### config.mk
export PLATFORM = sky130hd
export DESIGN_NAME = arp_table_with_aging_top
export DESIGN_NICKNAME = d
export VERILOG_FILES = /design/src/arpt_pkg.sv /design/src/arpt_mem.sv /design/src/arp_table_with_aging_top.sv
export SDC_FILE = /design/constraint.sdc
export NUM_CORES = 2
export LEC_CHECK = 0
export ABC_AREA = 1
export BUFFER_PORTS_ARGS = -buffer_cell sky130_fd_sc_hd__buf_2
export CORE_ASPECT_RATIO = 2
export CORE_MARGIN = 3
export CORE_UTILIZATION = 32
export CTS_BUF_LIST = sky130_fd_sc_hd__clkbuf_4 sky130_fd_sc_hd__clkbuf_8
export DETAILED_ROUTE_END_ITERATION = 10
export PLACE_DENSITY = 0.53
export SKIP_LAST_GASP = 1
export SYNTH_ARGS = -nofsm -noshare
export SYNTH_HDL_FRONTEND = slang
export SYNTH_SLANG_ARGS = --single-unit
export TNS_END_PERCENT = 1
### constraint.sdc
create_clock -name clk -period 18.15 [get_ports clk]
set_input_delay 3.63 -clock clk [delete_from_list [all_inputs] [get_ports clk]]
set_output_delay 3.63 -clock clk [all_outputs]
set_load 0.05 [all_outputs]
### src/arpt_pkg.sv
`default_nettype none

package arpt_pkg;

	localparam int ENTRIES_DEF = 32;
	localparam int OP_W = 2;
	localparam int IP_W = 32;
	localparam int MAC_W = 48;
	localparam int SLOT_W = 5;
	localparam int AGE_W = 8;
	localparam int TIME_W = 32;
	localparam logic [AGE_W-1:0] MAX_AGE_RESET = AGE_W'(15);

	typedef enum logic [OP_W-1:0] {
		OP_LOOKUP = 2'd0,
		OP_INSERT = 2'd1,
		OP_TICK   = 2'd2
	} op_t;

	typedef struct packed {
		logic [IP_W-1:0]   ip;
		logic [MAC_W-1:0]  mac;
		logic [TIME_W-1:0] stamp;
	} entry_t;

endpackage

`default_nettype wire

### src/arpt_mem.sv
`default_nettype none

module arpt_mem #(
	parameter int ENTRIES = arpt_pkg::ENTRIES_DEF
) (
	input  wire logic                       clk,
	input  wire logic                       we,
	input  wire logic [$clog2(ENTRIES)-1:0] waddr,
	input  wire arpt_pkg::entry_t           wdata,
	input  wire logic                       re,
	input  wire logic [$clog2(ENTRIES)-1:0] raddr,
	output      arpt_pkg::entry_t           rdata
);
	import arpt_pkg::*;

	entry_t mem_q [ENTRIES];
	entry_t rdata_q;

	always_ff @(posedge clk) begin
		if (we) begin
			mem_q[waddr] <= wdata;
		end
		if (re) begin
			rdata_q <= mem_q[raddr];
		end
	end

	assign rdata = rdata_q;

endmodule

`default_nettype wire

### src/arp_table_with_aging_top.sv
// channel   direction  handshake              word
// --------  ---------  ---------------------  ------------------------------
// command   in         start & !busy          operation, ip_addr, mac_addr
// result    out        done (one cycle)       found, mac_out, slot
// config    in         cfg_we                 cfg_data (max_age)
//
// Lookup and tick sweep the entry memory one slot per cycle through its single
// read port; a lookup ends early at the first slot that hits. Insert scans the
// valid flags, one per cycle, up to the first free slot or the last slot.
// busy drops in the done cycle, so the next command may be taken there.
// arst_n clears valid flags, seconds counter and control; max_age returns to 15.
// The receiver cannot stall: done is a one-cycle strobe.
`default_nettype none

module arp_table_with_aging_top #(
	parameter int ENTRIES = arpt_pkg::ENTRIES_DEF
) (
	input  wire logic                          clk,
	input  wire logic                          arst_n,
	input  wire logic                          start,
	output      logic                          busy,
	input  wire logic [arpt_pkg::OP_W-1:0]     operation,
	input  wire logic [arpt_pkg::IP_W-1:0]     ip_addr,
	input  wire logic [arpt_pkg::MAC_W-1:0]    mac_addr,
	output      logic                          done,
	output      logic                          found,
	output      logic [arpt_pkg::MAC_W-1:0]    mac_out,
	output      logic [arpt_pkg::SLOT_W-1:0]   slot,
	input  wire logic                          cfg_we,
	input  wire logic [arpt_pkg::AGE_W-1:0]    cfg_data
);
	import arpt_pkg::*;

	localparam int IW = $clog2(ENTRIES);
	localparam logic [IW-1:0] LAST = IW'(ENTRIES - 1);

	typedef enum logic [1:0] {
		ST_IDLE = 2'b01,
		ST_SCAN = 2'b10
	} state_t;

	state_t              state_q;
	logic [OP_W-1:0]     op_q;
	logic [IP_W-1:0]     ip_q;
	logic [MAC_W-1:0]    in_mac_q;
	logic [TIME_W-1:0]   now_q;
	logic [AGE_W-1:0]    max_age_q;
	logic [ENTRIES-1:0]  valid_q;
	logic [IW-1:0]       cnt_q;
	logic                issue_q;
	logic                rd_pend_s1;
	logic [IW-1:0]       idx_s1;
	logic                done_q;
	logic                found_q;
	logic [MAC_W-1:0]    mac_out_q;
	logic [SLOT_W-1:0]   slot_q;

	logic                accept;
	logic                rd_en;
	logic                wr_en;
	logic [IW-1:0]       wr_addr;
	entry_t              wr_data;
	entry_t              rd_data;
	logic                finish;
	logic                fin_found;
	logic [MAC_W-1:0]    fin_mac;
	logic [SLOT_W-1:0]   fin_slot;
	logic                clr_en;
	logic [TIME_W-1:0]   age;
	logic                s1_valid;

	assign accept = start && (state_q == ST_IDLE);
	assign rd_en = (state_q == ST_SCAN) && issue_q
		&& (op_q == OP_LOOKUP || op_q == OP_TICK);
	assign s1_valid = rd_pend_s1 && valid_q[idx_s1];
	assign age = now_q - rd_data.stamp;
	assign wr_data = '{ip: ip_q, mac: in_mac_q, stamp: now_q};

	arpt_mem #(
		.ENTRIES(ENTRIES)
	) u_mem (
		.clk  (clk),
		.we   (wr_en),
		.waddr(wr_addr),
		.wdata(wr_data),
		.re   (rd_en),
		.raddr(cnt_q),
		.rdata(rd_data)
	);

	always_comb begin
		finish = 1'b0;
		fin_found = 1'b0;
		fin_mac = '0;
		fin_slot = '0;
		wr_en = 1'b0;
		wr_addr = cnt_q;
		clr_en = 1'b0;
		if (state_q == ST_SCAN) begin
			case (op_q)
				OP_LOOKUP: begin
					if (s1_valid && rd_data.ip == ip_q) begin
						finish = 1'b1;
						fin_found = 1'b1;
						fin_mac = rd_data.mac;
						fin_slot = SLOT_W'(idx_s1);
					end else if (rd_pend_s1 && idx_s1 == LAST) begin
						finish = 1'b1;
					end
				end
				OP_INSERT: begin
					if (!valid_q[cnt_q] || cnt_q == LAST) begin
						finish = 1'b1;
						wr_en = 1'b1;
						wr_addr = valid_q[cnt_q] ? '0 : cnt_q;
						fin_slot = SLOT_W'(wr_addr);
					end
				end
				OP_TICK: begin
					clr_en = s1_valid && (age > TIME_W'(max_age_q));
					finish = rd_pend_s1 && idx_s1 == LAST;
				end
				default: begin
					finish = 1'b1;
				end
			endcase
		end
	end

	always_ff @(posedge clk or negedge arst_n) begin
		if (!arst_n) begin
			state_q <= ST_IDLE;
			now_q <= '0;
			max_age_q <= MAX_AGE_RESET;
			valid_q <= '0;
			issue_q <= 1'b0;
			rd_pend_s1 <= 1'b0;
			done_q <= 1'b0;
		end else begin
			done_q <= finish;
			rd_pend_s1 <= rd_en;
			if (cfg_we) begin
				max_age_q <= cfg_data;
			end
			if (wr_en) begin
				valid_q[wr_addr] <= 1'b1;
			end
			if (clr_en) begin
				valid_q[idx_s1] <= 1'b0;
			end
			unique case (state_q)
				ST_IDLE: begin
					if (accept) begin
						state_q <= ST_SCAN;
						issue_q <= 1'b1;
						if (operation == OP_TICK) begin
							now_q <= now_q + TIME_W'(1);
						end
					end
				end
				ST_SCAN: begin
					if (finish) begin
						state_q <= ST_IDLE;
					end
					if (issue_q && cnt_q == LAST) begin
						issue_q <= 1'b0;
					end
				end
				default: begin
					state_q <= ST_IDLE;
				end
			endcase
		end
	end

	// payload, scan pointer and result registers
	always_ff @(posedge clk) begin
		idx_s1 <= cnt_q;
		if (accept) begin
			op_q <= operation;
			ip_q <= ip_addr;
			in_mac_q <= mac_addr;
			cnt_q <= '0;
		end else if (state_q == ST_SCAN && issue_q && cnt_q != LAST) begin
			cnt_q <= cnt_q + IW'(1);
		end
		if (finish) begin
			found_q <= fin_found;
			mac_out_q <= fin_mac;
			slot_q <= fin_slot;
		end
	end

	assign busy = (state_q != ST_IDLE);
	assign done = done_q;
	assign found = found_q;
	assign mac_out = mac_out_q;
	assign slot = slot_q;

	a_done_after_busy: assert property (@(posedge clk) disable iff (!arst_n)
		done |-> $past(busy))
		else $error("result strobe without a command in progress");

	a_hit_only_lookup: assert property (@(posedge clk) disable iff (!arst_n)
		(done && found) |-> (op_q == OP_LOOKUP))
		else $error("hit reported for a non-lookup command");

	a_tick_advances: assert property (@(posedge clk) disable iff (!arst_n)
		(start && !busy && operation == OP_TICK) |=> (now_q == $past(now_q) + TIME_W'(1)))
		else $error("seconds counter did not advance on tick");

	a_insert_sets_valid: assert property (@(posedge clk) disable iff (!arst_n)
		wr_en |=> valid_q[$past(wr_addr)])
		else $error("inserted slot not marked valid");

endmodule

`default_nettype wire

* Word-level counts from Yosys, hierarchy flattened
Memory sizes are Yosys's and may differ from the RTL's. A register that Yosys moved wholly into a read port is not among the register bits.
Index checks and enable logic that the tools add are counted.
** Cells by class
- $add $sub $neg :: 3
- Magnitude comparators :: 6
- Equality and inequality tests :: 13
- Multiplexer cells :: 35
- Bitwise operators :: 3
- Reductions and logical operators :: 21
** Operator list (number)
- 2-to-1 mux 32 bit :: 2
- adder 32 x 1 -> 32 bit (second input constant) :: 1
- bitwise AND 32 bit :: 1
- equality test 32 bit :: 1
- > comparator 32 x 8 -> 1 bit :: 1
- NOT 32 bit :: 1
- bitwise OR 32 bit :: 1
- subtractor 32 bit :: 1
- 2-to-1 mux 5 bit :: 6
- < comparator 5 x 6 -> 1 bit (second input constant) :: 3
- 2-to-1 mux 1 bit :: 17
- logical AND 1 bit :: 11
- binary-select mux 1 bit (select 5 bit) :: 2
- demux 1 bit (select 5 bit) :: 2
- equality test 5 bit (second input constant) :: 2
- >= comparator 5 x 1 -> 1 bit (second input constant) :: 2
- case mux 5 bit (2 select lines) :: 1
- AND reduction 3 bit :: 3
- equality test 2 bit (second input constant) :: 3
- adder 5 x 1 -> 5 bit (second input constant) :: 1
- != test 5 bit (second input constant) :: 1
- equality test 2 x 1 -> 1 bit (second input constant) :: 2
- 2-to-1 mux 2 bit :: 2
- != test 2 x 1 -> 1 bit (second input constant) :: 2
- 9 further kinds :: 12
** Word-level totals
- Flip-flop bits (word level) :: 223
- Bits in writable memories :: 3584
- Output and inout bits :: 56
- Memories kept :: 1
** Memory list
- u_mem.mem_q :: depth 32, bits a word 112, read ports 1, clocked after Yosys merged registers in 1, wr ports 1, line arpt_mem.sv:16 : entry_t mem_q [ENTRIES];

* Depth between registers and ports, before layout
- Word-level depth :: 15
- Depth in mapped cells :: 26

* Modules after synthesis
Synthesis repeated with hierarchy kept, for this count alone.
** Unflattened totals
- Cells, all modules :: 13307
- Area total of the unflattened synthesis :: 158537.0 um^2
** Modules (own cells, without submodules)
- arpt_mem :: times used 1, cells each 11800, area an instance 145948.7 um^2, seq. area each 110986.4 um^2
- arp_table_with_aging_top :: times used 1, cells each 1507, area an instance 12588.3 um^2, seq. area each 6217.2 um^2

* Worst setup path before layout
No wires, ideal clock.
- Path type :: reg2reg
- From :: register state_q[0]
- To :: register rd_pend_s1
- Library setup time :: 0.906 ns
- Arrival :: 8.322 ns
- Data required time :: 17.244 ns
- Setup slack :: 8.922 ns
- Stages on the path, launching flop included :: 4
- Path buffers :: 0
- Clock period less this slack :: 9.228 ns
- Path through :: dfstp_2 -> nor2_1 -> inv_1 -> nor3_1
** Between the ends
- Longest elaborated chain between the ends :: 3
** Ends and longest elaborated chain
- start: declaration :: line arp_table_with_aging_top.sv:42 : state_t state_q;
- start signal: assignment :: line arp_table_with_aging_top.sv:132 : state_q <= ST_IDLE;
- start signal: assignment :: line arp_table_with_aging_top.sv:154 : state_q <= ST_SCAN;
- start signal: assignment :: line arp_table_with_aging_top.sv:163 : state_q <= ST_IDLE;
- equality test 2 bit :: line arp_table_with_aging_top.sv:73 : assign rd_en = (state_q == ST_SCAN) && issue_q
- logical AND 1 bit :: line arp_table_with_aging_top.sv:73
- logical AND 1 bit :: line arp_table_with_aging_top.sv:74 : && (op_q == OP_LOOKUP || op_q == OP_TICK);
- named net rd_en :: line arp_table_with_aging_top.sv:59 : logic rd_en;
- end signal: assignment :: line arp_table_with_aging_top.sv:141 : rd_pend_s1 <= rd_en;
- end: declaration :: line arp_table_with_aging_top.sv:51 : logic rd_pend_s1;
The timed path passes the listed nets, and every way through them passes these cells.
A chain may end at the register's enable or synchronous reset.

* Final worst setup path
- From :: register cnt_q[0]
- To :: memory u_mem.mem_q[17][41] (netlist name) (enable)
** Between the ends
- Longest elaborated chain between the ends :: 9
** Ends and longest elaborated chain
- start: declaration :: line arp_table_with_aging_top.sv:49 : logic [IW-1:0] cnt_q;
- start signal: assignment :: line arp_table_with_aging_top.sv:185 : cnt_q <= cnt_q + IW'(1);
- binary-select mux 1 bit (select 5 bit) :: line arp_table_with_aging_top.sv:112, arp_table_with_aging_top.sv:115
- 2-to-1 mux 1 bit (implied by the code) :: line arp_table_with_aging_top.sv:112, arp_table_with_aging_top.sv:115
- zero test 1 bit :: line arp_table_with_aging_top.sv:112 : if (!valid_q[cnt_q] || cnt_q == LAST) begin
- logical OR 1 bit :: line arp_table_with_aging_top.sv:112
- 2-to-1 mux 1 bit :: line arp_table_with_aging_top.sv:112
- 2-to-1 mux 1 bit :: line arp_table_with_aging_top.sv:100 : case (op_q)
- 2-to-1 mux 1 bit :: line arp_table_with_aging_top.sv:99 : if (state_q == ST_SCAN) begin
- 2-to-1 mux 1 bit :: line arpt_mem.sv:20 : if (we) begin
- 2-to-1 mux 1 bit (implied by the code) :: line arpt_mem.sv:21 : mem_q[waddr] <= wdata;
- end: declaration :: line arpt_mem.sv:16
Parallel ways exist; a longest one is shown, timed or not. The select of a mux whose other input is x is not followed.

==> results by group <==
Floorplanning
  – Die ar.: ~490000 um^2
  – # IOs: 150
  – Row count: 361
  – Initial core utilization: roughly a third
  – Core Box Area: 482800 um^2
  – Die Width: 498.3 um
  – Die height: around 990 um

Logic synthesis
  – Area leader, netlist: edfxtp_1
  – Sequential-to-total area share from yosys stat: about three quarters
  – Synthesized cell area: 155100 um^2
  – Syn_area_per_cell: approximately 13 um^2
  – Cell count after synthesis: 11857
  – Top FF cell, synth: edfxtp_1
  – Number of synthesis warnings: 0
  – Post-synth top area share: 74.17%
  – Flop and latch count out of synthesis: 3919
  – Synth cell types: 62
  – Syn Nets: between 10000 and 15000
  – Synth area leaders: edfxtp_1 74%, o21ai_0 6.6%, nor2_1 5.4%
  – Post-synth EDFFs: 3832
  – Synth async-reset ratio: roughly 2.0%

Critical path
  – CP Launch Type: flip-flop
  – Crit path required time: 18.84 ns
  – Crit path kind: flip-flop to flip-flop
  – R2r setup slk: between 10 and 15 ns
  – Crit-path max FO: between 70 and 80
  – Worst Setup End Kind: flip-flop
  – Arr. time, crit path: 7.44 ns

STA
  – Clk_skew: 0.1271 ns
  – Slew @ Worst Pin: 1.356 ns
  – Count of final hold-check violations: 0
  – # setup viols final: 0
  – Slew Limit Headroom: 9.174%
  – Max Freq: 148.2 MHz
  – Slew Limit Fails: 0
  – Final min period: 6.748 ns
  – RSZ-0062 raised after global routing: no
  – Setup_tns: 0 ns
  – Period Utilization, post-route: between 30% and 40%

Global route
  – Largest net degree at the start of global routing: between 200 and 250
  – GRT Residual Overflow: 0
  – First-pass GRT wire length: 706900 um
  – Total Routing Usage GR: between 15 and 20%
  – Vias in the first global route: 98837
  – Antenna violations before repair: 23

Drt
  – Post-DR wirelength/cell: 26.54 um
  – Pre-antenna DRT Iters: 6
  – Avg Vias per Cell: 5.321
  – Post-DRT Antenna Nets: 0
  – Routed WL: 498000 um
  – Remaining DRCs: 0
  – Initial DRC Count: 8888
  – Vias: 99831

CTS
  – CTS HTree Levels: 6
  – Clk sinks: 3919
  – Root buf cell: clkbuf_8
  – Total CTS buffers: 547
  – Clock slew at reported path FFs: ~0.070 ns
  – PostCTS Resize Cnt: 0
  – Setup bufs post-CTS: 0
  – CTS tree: done
  – Max Root-Sink Buffers: 4
  – CTS Hold Bufs: 0
  – Worst-skew pair later-pin latency: 1.18 ns

Place
  – PortBufs: 149
  – RD Place Congestion: between 0.8 and 0.9
  – Post-DP HPWL: roughly 250000 um

Power
  – Sequential Power Share: 48.4%
  – Switching share of total power: 31.72%
  – Clock Power Share: 31.4%
  – Total Power: 22.12 mW
  – Combinational share of power: 20.3%
  – Peak VDD IR: between 0.00008 and 0.00009 V
  – Int Pwr: 15.10 mW
  – Switch Pwr: 7.017 mW
  – PD cells: 127.4 nW/um^2
  – Leakage power: 57.39 nW

Status
  – Outcome: finished, final reports clean

Flow run
  – Max-cap violations: 0

Finish
  – Number of fillers in the final layout: 46247
  – Nets: 12137
  – Layout area overhead: 11.90%
  – Layout cells sized above 1: 11.32%

Min path
  – Worst min path class: flip-flop to flip-flop
==> through the flow <==
step	instances	area [um^2]	setup slack (ns)	utilization [%]	hold WS [ns]
floorplan	11857	155100	8.922	-	0.3258
detailed placement	17803	162900	11.46	33.74	0.5443
finish	18762	173600	11.40	35.95	0.5506
CTS	18751	173600	11.39	35.95	0.5502
global route	18759	173600	11.19	35.95	0.5656
global placement	17803	162900	11.45	33.74	0.5318
==> cell families after synthesis <==
kind of cell | Yosys count | share of synthesized area (%)
AOI/OAI and AO/OA | 3383 | 12.20
and+or+nand+nor | 3291 | 8.456
xor gates and xnor gates | 64 | 0.3613
muxes | 1 | 0.007258
DFF | 3919 | 75.55
buffers and inverters | 1156 | 3.081
adders and majority gates | 43 | 0.3516
==> registers in the layout, summed over array words and instances (netlist names) <==
| register | flops |
|---|---|
| now_q | 32 |
| u_mem.rdata | 112 |
| cnt_q | 5 |
| in_mac_q | 48 |
| ip_q | 32 |
| u_mem.mem_q | 3584 |
| done | 1 |
| idx_s1 | 5 |
| issue_q | 1 |
| valid_q | 32 |
| found | 1 |
| mac_out | 48 |
| op_q | 2 |
| max_age_q | 8 |
| state_q | 2 |
| slot | 5 |
| rd_pend_s1 | 1 |
==> layer usage <==
metal  share of wire [%]  wire length (um)  GRT usage, %
met1                  38            187200         22.53
met2                  53            262500         35.95
met3                 5.2             25780         2.139
met4                 4.5             22420         8.234
met5               0.027               136             0
==> placed cells by master (no fill, tap or decap), types with 20 or more instances in the layout <==
master	Yosys	layout
edfxtp_1	3832	3832
nor2_1	2236	2220
o21ai_0	2033	2033
o22ai_1	867	867
nand2_1	773	772
clkbuf_8	0	556
inv_1	349	331
buf_4	23	216
clkbuf_4	0	166
a21oi_1	156	155
buf_2	210	148
nand3_1	123	123
o221ai_1	104	104
clkinv_1	1	102
dfrtp_1	72	72
o21ai_1	56	56
clkinv_2	0	47
ha_1	42	42
inv_8	0	37
a31oi_1	37	37
nand3_2	33	32
o31ai_1	28	28
xor2_1	28	27
nand4_1	27	27
xnor2_1	36	25
nor3_1	25	24
o32ai_1	23	23
buf_12	0	22
nor2_4	2	20
clkinvlp_4	0	20
==> power by group through the flow <==
stage | clock network, mW | logic, mW | registers [mW]
global placement | 0 | 4.48 | 10.9
detailed placement | 0 | 4.51 | 10.9
global route | 7.44 | 4.91 | 10.7
finish | 6.94 | 4.48 | 10.7
CTS | 7.10 | 4.51 | 10.7
floorplan | 0 | 2.85 | 10.9
==> synth_stat cells (18+ instances only) <==
cell type	count
a21oi_1	156
a31oi_1	37
buf_1	26
buf_2	210
buf_4	23
clkbuf_1	522
dfrtp_1	72
edfxtp_1	3832
ha_1	42
inv_1	349
nand2_1	773
nand3_1	123
nand3_2	33
nand4_1	27
nor2_1	2236
nor3_1	25
o211ai_1	18
o21ai_0	2033
o21ai_1	56
o221ai_1	104
o22ai_1	867
o31ai_1	28
o32ai_1	23
xnor2_1	36
xor2_1	28
==> final timing paths <==
| path | start | end | cells after the start |
|---|---|---|---|
| max | cnt_q[0]$_SDFFE_PP0P_ | u_mem.mem_q[17][41]$_DFFE_PP_ | 15 |
| min | u_mem.rdata[52]$_DFFE_PP_ | mac_out[20]$_SDFFCE_PN0P_ | 2 |
| max reg2reg | cnt_q[0]$_SDFFE_PP0P_ | u_mem.mem_q[17][41]$_DFFE_PP_ | 15 |
| min reg2reg | u_mem.rdata[52]$_DFFE_PP_ | mac_out[20]$_SDFFCE_PN0P_ | 2 |
| max in group asynchronous | arst_n | valid_q[26]$_DFF_PN0_ | 2 |
| min in group asynchronous | arst_n | max_age_q[7]$_DFFE_PN0P_ | 1 |
==> critical path: stages (launching register included) <==
cell and delay [ns]:
dfxtp_4 0.65, buf_4 0.71, buf_4 0.70, a21oi_1 0.13, o21ai_0 0.11, nand3_1 0.12
nand3_1 0.19, nand4_1 0.17, nand2_4 0.19, nand2_4 0.10, nand2_1 0.10, nand3_1 0.44
nor2_4 0.25, buf_4 0.67, buf_4 0.77, buf_4 0.79
==> area by class of cell <==
cell class	instances	area, um^2	share of cell area (%)
flip-flops and latches	3919	117200	67.52
multi-input cells	6782	33400	19.24
clock buffers	722	8899	5.126
well taps	6352	7948	4.578
repair buffers	386	2803	1.614
clock inverters	226	1755	1.011
inverters	364	1543	0.8887
diodes	11	27.53	0.01586
Note: power is estimated with default switching activity, not from simulation.
